--- config.mk ---
export PLATFORM = sky130hd
export DESIGN_NAME = min_priority_queue_unit_flat
export DESIGN_NICKNAME = d
export VERILOG_FILES = /design/src/hdl/mpq_pkg.sv /design/src/hdl/mpq_if.sv /design/src/hdl/mpq_cell.sv /design/src/hdl/min_priority_queue_unit.sv /design/src/flat_wrapper.sv
export SDC_FILE = /design/constraint.sdc
export NUM_CORES = 2
export LEC_CHECK = 0
export BUFFER_PORTS_ARGS = -buffer_cell sky130_fd_sc_hd__buf_4
export CELL_PAD_IN_SITES_DETAIL_PLACEMENT = 1
export CELL_PAD_IN_SITES_GLOBAL_PLACEMENT = 2
export CORE_MARGIN = 2
export CORE_UTILIZATION = 42
export CTS_CLUSTER_DIAMETER = 200
export DETAILED_ROUTE_END_ITERATION = 6
export HOLD_SLACK_MARGIN = 0.08
export MAX_ROUTING_LAYER = met4
export PLACE_DENSITY = 0.83
export SYNTH_ARGS = -nofsm -noshare
export SYNTH_HDL_FRONTEND = slang
export SYNTH_SLANG_ARGS = --single-unit
--- constraint.sdc ---
create_clock -name clk -period 4.1 [get_ports clk]
set_input_delay 0.615 -clock clk [delete_from_list [all_inputs] [get_ports clk]]
set_output_delay 0.615 -clock clk [all_outputs]
set_load 0.02 [all_outputs]
--- src/hdl/mpq_pkg.sv ---
// Shared constants, types and codes of the min priority queue.
package mpq_pkg;

  localparam int CAPACITY_DEF = 64;
  localparam int KEY_BITS_DEF = 16;
  localparam int OUT_KEY_BITS = 16;
  localparam int COUNT_OUT_BITS = 7;

  localparam logic KIND_INSERT = 1'b0;
  localparam logic KIND_DELETE = 1'b1;

  typedef enum logic [1:0] {
    STATUS_OK    = 2'd0,
    STATUS_EMPTY = 2'd1,
    STATUS_FULL  = 2'd2
  } status_t;

  typedef struct packed {
    logic insert;
    logic shift_down;
  } cell_ctl_t;

endpackage

--- src/hdl/mpq_if.sv ---
// Request and response channel interfaces of the min priority queue.
interface mpq_req_if #(
  parameter int KEY_BITS = mpq_pkg::KEY_BITS_DEF
) ();
  logic                valid;
  logic                ready;
  logic                kind;
  logic [KEY_BITS-1:0] key;

  modport source (output valid, kind, key, input ready);
  modport sink (input valid, kind, key, output ready);
endinterface

interface mpq_rsp_if ();
  logic                                valid;
  logic                                ready;
  logic [1:0]                          status;
  logic [mpq_pkg::OUT_KEY_BITS-1:0]    removed_key;
  logic [mpq_pkg::OUT_KEY_BITS-1:0]    min_key;
  logic                                min_valid;
  logic [mpq_pkg::COUNT_OUT_BITS-1:0]  entry_count;

  modport source (output valid, status, removed_key, min_key, min_valid, entry_count,
                  input ready);
  modport sink (input valid, status, removed_key, min_key, min_valid, entry_count,
                output ready);
endinterface

--- src/hdl/mpq_cell.sv ---
// One cell of the sorted key chain: holds a key, shifts up on insert, down on delete.
module mpq_cell #(
  parameter int KEY_BITS = mpq_pkg::KEY_BITS_DEF
) (
  input  logic                clk,
  input  mpq_pkg::cell_ctl_t  ctl,
  input  logic [KEY_BITS-1:0] new_key,
  input  logic                occ,
  input  logic [KEY_BITS-1:0] left_key,
  input  logic                left_bump,
  input  logic [KEY_BITS-1:0] right_key,
  output logic [KEY_BITS-1:0] key,
  output logic                bump
);
  import mpq_pkg::*;

  logic [KEY_BITS-1:0] key_next;

  assign bump = occ && (new_key < key);

  always_comb begin
    key_next = key;
    if (ctl.insert) begin
      if (left_bump) begin
        key_next = left_key;
      end else if (bump || !occ) begin
        key_next = new_key;
      end
    end else if (ctl.shift_down) begin
      key_next = right_key;
    end
  end

  always_ff @(posedge clk) begin
    key <= key_next;
  end

endmodule

--- src/hdl/min_priority_queue_unit.sv ---
// Top level of the min priority queue: a sorted chain of key cells and a result register.
// Latency: a result is valid in the cycle after its request transaction.
// Throughput: one request per cycle while the response side takes results; the cells
// that shift or load all do so in parallel, so the chain length does not add cycles.
// Reset clears the entry count and the response valid; cell keys are not reset.
module min_priority_queue_unit #(
  parameter int CAPACITY = mpq_pkg::CAPACITY_DEF,
  parameter int KEY_BITS = mpq_pkg::KEY_BITS_DEF
) (
  input logic clk,
  input logic rst,
  mpq_req_if.sink   req,
  mpq_rsp_if.source rsp
);
  import mpq_pkg::*;

  localparam int CW = $clog2(CAPACITY + 1);

  logic [CW-1:0]       count;
  logic [CW-1:0]       count_next;
  logic [KEY_BITS-1:0] cell_key [CAPACITY];
  logic                cell_bump [CAPACITY];
  logic                cell_occ [CAPACITY];
  cell_ctl_t           ctl;
  logic                take;
  logic                is_full;
  logic                is_empty;

  logic                rsp_valid;
  status_t             status;
  status_t             status_next;
  logic [KEY_BITS-1:0] removed;
  logic [KEY_BITS-1:0] removed_next;
  logic [KEY_BITS-1:0] min_key;
  logic [KEY_BITS-1:0] min_key_next;
  logic                min_valid;
  logic                min_valid_next;

  assign req.ready = !rsp_valid || rsp.ready;
  assign take      = req.valid && req.ready;
  assign is_full   = count == CW'(CAPACITY);
  assign is_empty  = count == '0;

  always_comb begin
    ctl.insert     = take && (req.kind == KIND_INSERT) && !is_full;
    ctl.shift_down = take && (req.kind == KIND_DELETE) && !is_empty;
  end

  genvar i;
  generate
    for (i = 0; i < CAPACITY; i++) begin : g_cell
      assign cell_occ[i] = count > CW'(i);
      mpq_cell #(.KEY_BITS(KEY_BITS)) u_cell (
        .clk       (clk),
        .ctl       (ctl),
        .new_key   (req.key),
        .occ       (cell_occ[i]),
        .left_key  ((i == 0) ? cell_key[0] : cell_key[(i == 0) ? 0 : i - 1]),
        .left_bump ((i == 0) ? 1'b0 : cell_bump[(i == 0) ? 0 : i - 1]),
        .right_key (cell_key[(i == CAPACITY - 1) ? i : i + 1]),
        .key       (cell_key[i]),
        .bump      (cell_bump[i])
      );
    end
  endgenerate

  always_comb begin
    count_next     = count;
    status_next    = STATUS_OK;
    removed_next   = '0;
    min_key_next   = cell_key[0];
    min_valid_next = !is_empty;
    if (req.kind == KIND_INSERT) begin
      if (is_full) begin
        status_next = STATUS_FULL;
      end else begin
        count_next     = count + CW'(1);
        min_valid_next = 1'b1;
        if (is_empty || req.key < cell_key[0]) begin
          min_key_next = req.key;
        end
      end
    end else begin
      if (is_empty) begin
        status_next  = STATUS_EMPTY;
        min_key_next = '0;
      end else begin
        count_next     = count - CW'(1);
        removed_next   = cell_key[0];
        min_valid_next = count > CW'(1);
        min_key_next   = (count > CW'(1)) ? cell_key[1] : '0;
      end
    end
    if (!min_valid_next) begin
      min_key_next = '0;
    end
  end

  always_ff @(posedge clk) begin
    if (rst) begin
      count     <= '0;
      rsp_valid <= 1'b0;
    end else begin
      if (take) begin
        count     <= count_next;
        rsp_valid <= 1'b1;
      end else if (rsp.ready) begin
        rsp_valid <= 1'b0;
      end
    end
  end

  always_ff @(posedge clk) begin
    if (take) begin
      status    <= status_next;
      removed   <= removed_next;
      min_key   <= min_key_next;
      min_valid <= min_valid_next;
    end
  end

  assign rsp.valid     = rsp_valid;
  assign rsp.status    = status;
  assign rsp.min_valid = min_valid;

  generate
    if (KEY_BITS >= OUT_KEY_BITS) begin : g_out_cut
      assign rsp.removed_key = removed[OUT_KEY_BITS-1:0];
      assign rsp.min_key     = min_key[OUT_KEY_BITS-1:0];
    end else begin : g_out_ext
      assign rsp.removed_key = {{(OUT_KEY_BITS - KEY_BITS){1'b0}}, removed};
      assign rsp.min_key     = {{(OUT_KEY_BITS - KEY_BITS){1'b0}}, min_key};
    end
    if (CW >= COUNT_OUT_BITS) begin : g_cnt_cut
      assign rsp.entry_count = count[COUNT_OUT_BITS-1:0];
    end else begin : g_cnt_ext
      assign rsp.entry_count = {{(COUNT_OUT_BITS - CW){1'b0}}, count};
    end
  endgenerate

endmodule
--- src/flat_wrapper.sv ---
// flat-port wrapper written by rule: the top's interface ports become plain ports
module min_priority_queue_unit_flat import mpq_pkg::*;
#(
  parameter int CAPACITY = mpq_pkg::CAPACITY_DEF,
  parameter int KEY_BITS = mpq_pkg::KEY_BITS_DEF
)
  (clk, rst, req_valid, req_kind, req_key, req_ready, rsp_valid, rsp_status, rsp_removed_key, rsp_min_key, rsp_min_valid, rsp_entry_count, rsp_ready);
  mpq_req_if #(.KEY_BITS(KEY_BITS)) req_i ();
  mpq_rsp_if rsp_i ();
  input logic clk;
  input logic rst;
  input wire logic [$bits(req_i.valid)-1:0] req_valid;
  input wire logic [$bits(req_i.kind)-1:0] req_kind;
  input wire logic [$bits(req_i.key)-1:0] req_key;
  output wire logic [$bits(req_i.ready)-1:0] req_ready;
  output wire logic [$bits(rsp_i.valid)-1:0] rsp_valid;
  output wire logic [$bits(rsp_i.status)-1:0] rsp_status;
  output wire logic [$bits(rsp_i.removed_key)-1:0] rsp_removed_key;
  output wire logic [$bits(rsp_i.min_key)-1:0] rsp_min_key;
  output wire logic [$bits(rsp_i.min_valid)-1:0] rsp_min_valid;
  output wire logic [$bits(rsp_i.entry_count)-1:0] rsp_entry_count;
  input wire logic [$bits(rsp_i.ready)-1:0] rsp_ready;
  assign req_i.valid = req_valid;
  assign req_i.kind = req_kind;
  assign req_i.key = req_key;
  assign req_ready = req_i.ready;
  assign rsp_valid = rsp_i.valid;
  assign rsp_status = rsp_i.status;
  assign rsp_removed_key = rsp_i.removed_key;
  assign rsp_min_key = rsp_i.min_key;
  assign rsp_min_valid = rsp_i.min_valid;
  assign rsp_entry_count = rsp_i.entry_count;
  assign rsp_i.ready = rsp_ready;
  min_priority_queue_unit #(.CAPACITY(CAPACITY), .KEY_BITS(KEY_BITS)) u_core (.clk(clk), .rst(rst), .req(req_i), .rsp(rsp_i));
endmodule
# --- Yosys cells after proc, flatten, opt, wreduce, memory -nomap -nowiden ---
# Index checks and enable logic that the tools add are counted.
# W data, S select, Z words.
totals:
  in_bits: 21
  register_bits: 1067
  out_inout_bits: 44
op_classes:
  n_reduce_logical: 272
  n_lt_le_gt_ge: 128
  n_mux: 269
  eq_ne: 66
  bitwise_logic: 1
  add_sub_neg: 2
op_table:
  columns: ["op", "count"]
  rows:
  - ["$mux W16", 258]
  - ["$lt A16 B16 Y1", 64]
  - ["$gt A7 B6 Y1 const B", 32]
  - ["$ne A3 B3 Y1 const B", 62]
  - ["$reduce_and A2 Y1", 64]
  - ["$gt A7 B5 Y1 const B", 16]
  - ["$logic_and A1 B1 Y1", 69]
  - ["$logic_not A1 Y1", 67]
  - ["$logic_or A1 B1 Y1", 66]
  - ["$gt A7 B4 Y1 const B", 8]
  - ["$gt A7 B3 Y1 const B", 4]
  - ["$mux W7", 3]
  - ["$gt A7 B1 Y1 const B", 2]
  - ["$gt A7 B2 Y1 const B", 2]
  - ["$add A7 B1 Y7 const B", 1]
  - ["$eq A7 B7 Y1 const B", 1]
  - ["$logic_not A7 Y1", 1]
  - ["$sub A7 B1 Y7 const B", 1]
  - ["$mux W1", 6]
  - ["$ne A2 B2 Y1 const B", 3]
  - ["$reduce_bool A2 Y1", 3]
  - ["$mux W2", 2]
  - ["$reduce_and A3 Y1", 1]
  - ["$reduce_or A2 Y1", 1]
  - ["$not A1 Y1", 1]

# --- Depth between registers and ports, before layout ---
logic_depth:
  depth_word: 7
  depth_mapped: 12
  ltp_nobuf: 9

# --- By module ---
# Synthesis repeated with hierarchy kept, for this count alone.
hier_totals:
  cells_unflattened: 8615
  area_unflattened_um2: 81031.5
modules_own_cells:
  columns: ["mod", "seq_area_each_um2", "area_per_inst_um2", "cells_per_inst", "instances"]
  rows:
  - ["mpq_cell", 480.5, 1217.4, 129, 64]
  - ["min_priority_queue_unit", 1211.2, 3116.7, 359, 1]

# --- Least setup slack after synthesis ---
# No wires, ideal clock.
synth_path:
  path_type: "input to register"
  from: "input port rsp_ready"
  to: "register u_core.g_cell[55].u_cell.key[0], enable pin"
  slack_ns: 0.185
  arrival_time_ns: 3.516
  n_path_buf: 2
  path_stages: 8
  cell_sequence: "nand2b_1 -> nand2_1 -> inv_1 -> and2_1 -> clkbuf_1 -> clkbuf_1 -> nor2_1 -> a31oi_1"
synth_via:
  elab_chain_cells: 6
  word_cells_on_any_way: 9
synth_lines:
  columns: ["item", "line_no", "source"]
  rows:
  - ["from (decl)", "flat_wrapper.sv:22", "input wire logic [$bits(rsp_i.ready)-1:0] rsp_ready;"]
  - ["$logic_or A1 B1 Y1 (*)", "min_priority_queue_unit.sv:39", "assign req.ready = !rsp_valid || rsp.ready;"]
  - ["$logic_and A1 B1 Y1 (*)", "min_priority_queue_unit.sv:40", "assign take = req.valid && req.ready;"]
  - ["net u_core.take", "min_priority_queue_unit.sv:25", "logic take;"]
  - ["$logic_and A1 B1 Y1 (on tied branches) (2 in series)", "min_priority_queue_unit.sv:45, min_priority_queue_unit.sv:46", null]
  - ["$ne A3 B3 Y1 (no source line) / $reduce_bool A2 Y1 (equally long branches)", null, null]
  - ["$reduce_and A2 Y1 (no source line) (*)", null, null]
  - ["to (signal assigned)", "mpq_cell.sv:35", "key <= key_next;"]
  - ["to (decl)", "mpq_cell.sv:12", "output logic [KEY_BITS-1:0] key,"]
# The timed path passes the listed nets; every way through them passes the cells marked *.
# A chain may end at the register's enable or synchronous reset.

# --- Worst setup path after layout ---
layout_path:
  from: "register u_core.count[1], in the netlist u_core.rsp.entry_count[1]"
  to: "register u_core.g_cell[32].u_cell.key[14], enable pin"
layout_via:
  elab_chain_cells: 5
  word_cells_on_any_way: 15
layout_lines:
  columns: ["item", "line_no", "source"]
  rows:
  - ["from (decl)", "min_priority_queue_unit.sv:19", "logic [CW-1:0] count;"]
  - ["from (signal assigned)", "min_priority_queue_unit.sv:105", "count <= count_next;"]
  - ["$gt A7 B6 Y1, or another cell as far along", "min_priority_queue_unit.sv:52", "assign cell_occ[i] = count > CW'(i);"]
  - ["$logic_and A1 B1 Y1, or another cell as far along", "mpq_cell.sv:19", "assign bump = occ && (new_key < key);"]
  - ["$logic_or A1 B1 Y1, or another cell as far along", "mpq_cell.sv:26", "end else if (bump || !occ) begin"]
  - ["$ne A3 B3 Y1 (no source line) / $reduce_bool A2 Y1 (equally long branches)", null, null]
  - ["$reduce_and A2 Y1 (no source line) (*)", null, null]
  - ["to (signal assigned)", "mpq_cell.sv:35", null]
  - ["to (decl)", "mpq_cell.sv:12", null]
# Mark *: on every way between the ends. The rest lies on a longest branch, timed or not.

==> results.yml <==
power:
  ir_worst_vdd_v: 0.000318
  leakage_nw: 38.6
  power_mw: 37.8
  powerDensity_nw_per_um2: 427
floorplanning:
  num_io_pins: 65
  die_w_um: 436
  start_util: 0.423
  die_area_sq_um: 190000
  die-height_um: 436
  core_area_sq_um: 186000
  placementRows: 158
route:
  viasPerCell: 6.27
  routed_wl_um: 312000
  drc: 0
  num_vias: 69000
  wl_per_cell_um: 28.3
  drtAntennaViolNets: 0
  drtPass1Iterations: 5
  drt_iter0_markers: 6125
timing:
  drv_slew: 0
  hold_violations: 0
  slew_headroom: 0.179
  final.setup.worst_slack_ns: 0.539
  fmax_mhz: 281
  period_share: 0.868
  tightestPinTransition_ns: 1.23
  finalClockSkew_ns: 0.0457
  finalWorstPathRequiredPeriod_ns: 3.56
  setup_violations: 0
  rsz0062_at_grt: "no"
  fin_setup_tns_ns: 0
clocking:
  clockBufferDepth: 3
  cts_buffers: 138
  cts.clk_slew.worst_paths_ns: 0.06
  cts_max_level: 4
  cts_resized: 0
  cts_tree: "yes"
  cts.sinks: 1067
  cts-root-buf: "clkbuf_16"
  clock_latency_ns: 0.82
critical_path:
  cp_max_fo: 11
  critical_path.cell_chain: "buf_4 -> nand2_1 -> nor2_1 -> nand2_1 -> o21ai_2 -> or3b_1 -> a21oi_1 -> buf_4"
  worstPathRequired_ns: 4.59
  cp-startpoint: "u_core.rsp.entry_count[1]$_SDFFE_PP0P_"
  cp_slowest_stage_delay_ns: 0.84
  crit_arrival_ns: 4.05
  crit_type: "reg -> reg"
  critPathLaunchType: "flip-flop"
  slowest_stage: "nor2_1"
  endpoint_kind: "flip-flop"
  rr_startpoint: "u_core.rsp.entry_count[1]$_SDFFE_PP0P_"
hold_path:
  hold_path.class: "in -> reg"
  min_from: "req_kind"
global_routing:
  globalRouteTotalUtil: 0.329
  grt_pass1_wl_um: 463000
  grt_max_degree: 202
  grt_overflow_total: 0
  antenna_found_initial: 9
  grt_pass1_vias: 70600
final_layout:
  post-route-util: 0.476
  nets: 9408
  fin_area_sq_um: 88400
  area_growth_pct: 12.6
  final_cell_mix: "1,059 x edfxtp_1, 1,046 x nand2_1, 1,003 x inv_1"
  drive_gt1_frac: 0.0912
  final_common_cell: "edfxtp_1"
synthesis:
  synth-edff-count: 1059
  synth_seq_area_share: 0.407
  synth_area_per_cell_sq_um: 9.40
  synth-main-ff-cell: "edfxtp_1"
  syn_inst: 8355
  synth_seq_cells: 1067
  synth_cell_types: 84
  syn_area_sq_um: 78500
  syn_nets: 9340
  yosysWarnings: 0
  postSynth.asyncResetShare: 0
placement:
  post-dp-hpwl_um: 234000
  dpl-instance-area_sq_um: 84200
  portBuffers: 64
  pre_cts_slack_ns: 0.00655
  gp_congestion: 0.974
job:
  max_cap_violations: 0
status:
  outcome: "completed"
-- repair_timing --
item | 4_1_cts | 5_1_grt
buffers inserted | 0 | 0
endpoints found under the setup margin | 0 | 0
hold endpoints to repair | 5 | 0
hold buffers | 3 | 0
-- logic make-up after synthesis --
group           after synthesis  synth area share
simple gates               2283             0.134
compound gates             2067             0.177
buf+inv                    1606            0.0823
flops                      1067             0.407
fa+ha+maj                   964             0.154
mux                         363            0.0463
xor+xnor                      5          0.000558
-- final timing paths --
kind / to / slack (ns) / depth (start not counted)
max: u_core.g_cell[32].u_cell.key[14]$_DFFE_PP_ / 0.54 / 8
min: u_core.rsp.status[1]$_SDFFCE_PP0P_ / 0.21 / 2
max reg2reg: u_core.g_cell[32].u_cell.key[14]$_DFFE_PP_ / 0.54 / 8
min reg2reg: u_core.rsp.entry_count[1]$_SDFFE_PP0P_ / 0.54 / 2
-- area by class of cell --
cell class                      count  area, sq um
Multi-Input combinational cell   5682        40400
Clock buffer                      176         3700
Fill cell                       20800        97200
Timing Repair Buffer              530         5030
Sequential cell                  1067        32000
Tap cell                         2480         3100
Antenna cell                        6         15.0
Inverter                         1004         3770
Clock inverter                     68          449
-- stage by stage --
step	std cells	hold WS, ns
after detailed placement	10800	0.524
final	11000	0.213
after floorplan	8355	0.522
after global routing	11000	0.225
after global placement	10800	0.496
after CTS	11000	0.168
-- worst max-delay path, delay by kind of cell, from the launching register on --
family | cells | cell delay, ns
simple gates | 4 | 1.93
compound gates | 2 | 0.50
buf+inv | 2 | 0.47
flops | 1 | 0.33
-- per-layer routing --
layer / vias to the layer above / wire [um] / GRT usage
li1: 31100 / - / -
met1: 35000 / 132000 / 0.418
met2: 2328 / 146000 / 0.523
met3: 608 / 19100 / 0.0481
met4: 0 / 14800 / 0.143
met5: - / 0 / -
-- cell usage after synthesis (all sizes together), types with 125 or more instances --
cell,instances,area share
o221ai,591,0.066
nand2,1053,0.050
edfxtp,1059,0.40
nor2,179,0.0088
a21o,127,0.012
inv,1004,0.048
ha,964,0.15
a21oi,440,0.028
nand3,646,0.041
nand4,125,0.010
clkbuf,393,0.019
o21ai,568,0.036
buf,209,0.015
mux2i,362,0.046
-- state kept, by name, indices dropped and copies added, names as in the netlist --
name / count
u_core.rsp.min_valid: 1
u_core.g_cell.u_cell.key: 1024
u_core.rsp.removed_key: 16
u_core.rsp.entry_count: 7
u_core.rsp.valid: 1
u_core.rsp.status: 2
u_core.rsp.min_key: 16
-- where the power goes --
group	total, mW	internal (mW)	switching (mW)	leakage, nW
combinational	10.5	3.71	6.78	26.4
clock	11.8	6.56	5.21	2.03
sequential	15.5	14.2	1.34	10.2
total	37.8	24.4	13.3	38.6
No activity file was read; power rests on OpenSTA's default activity.
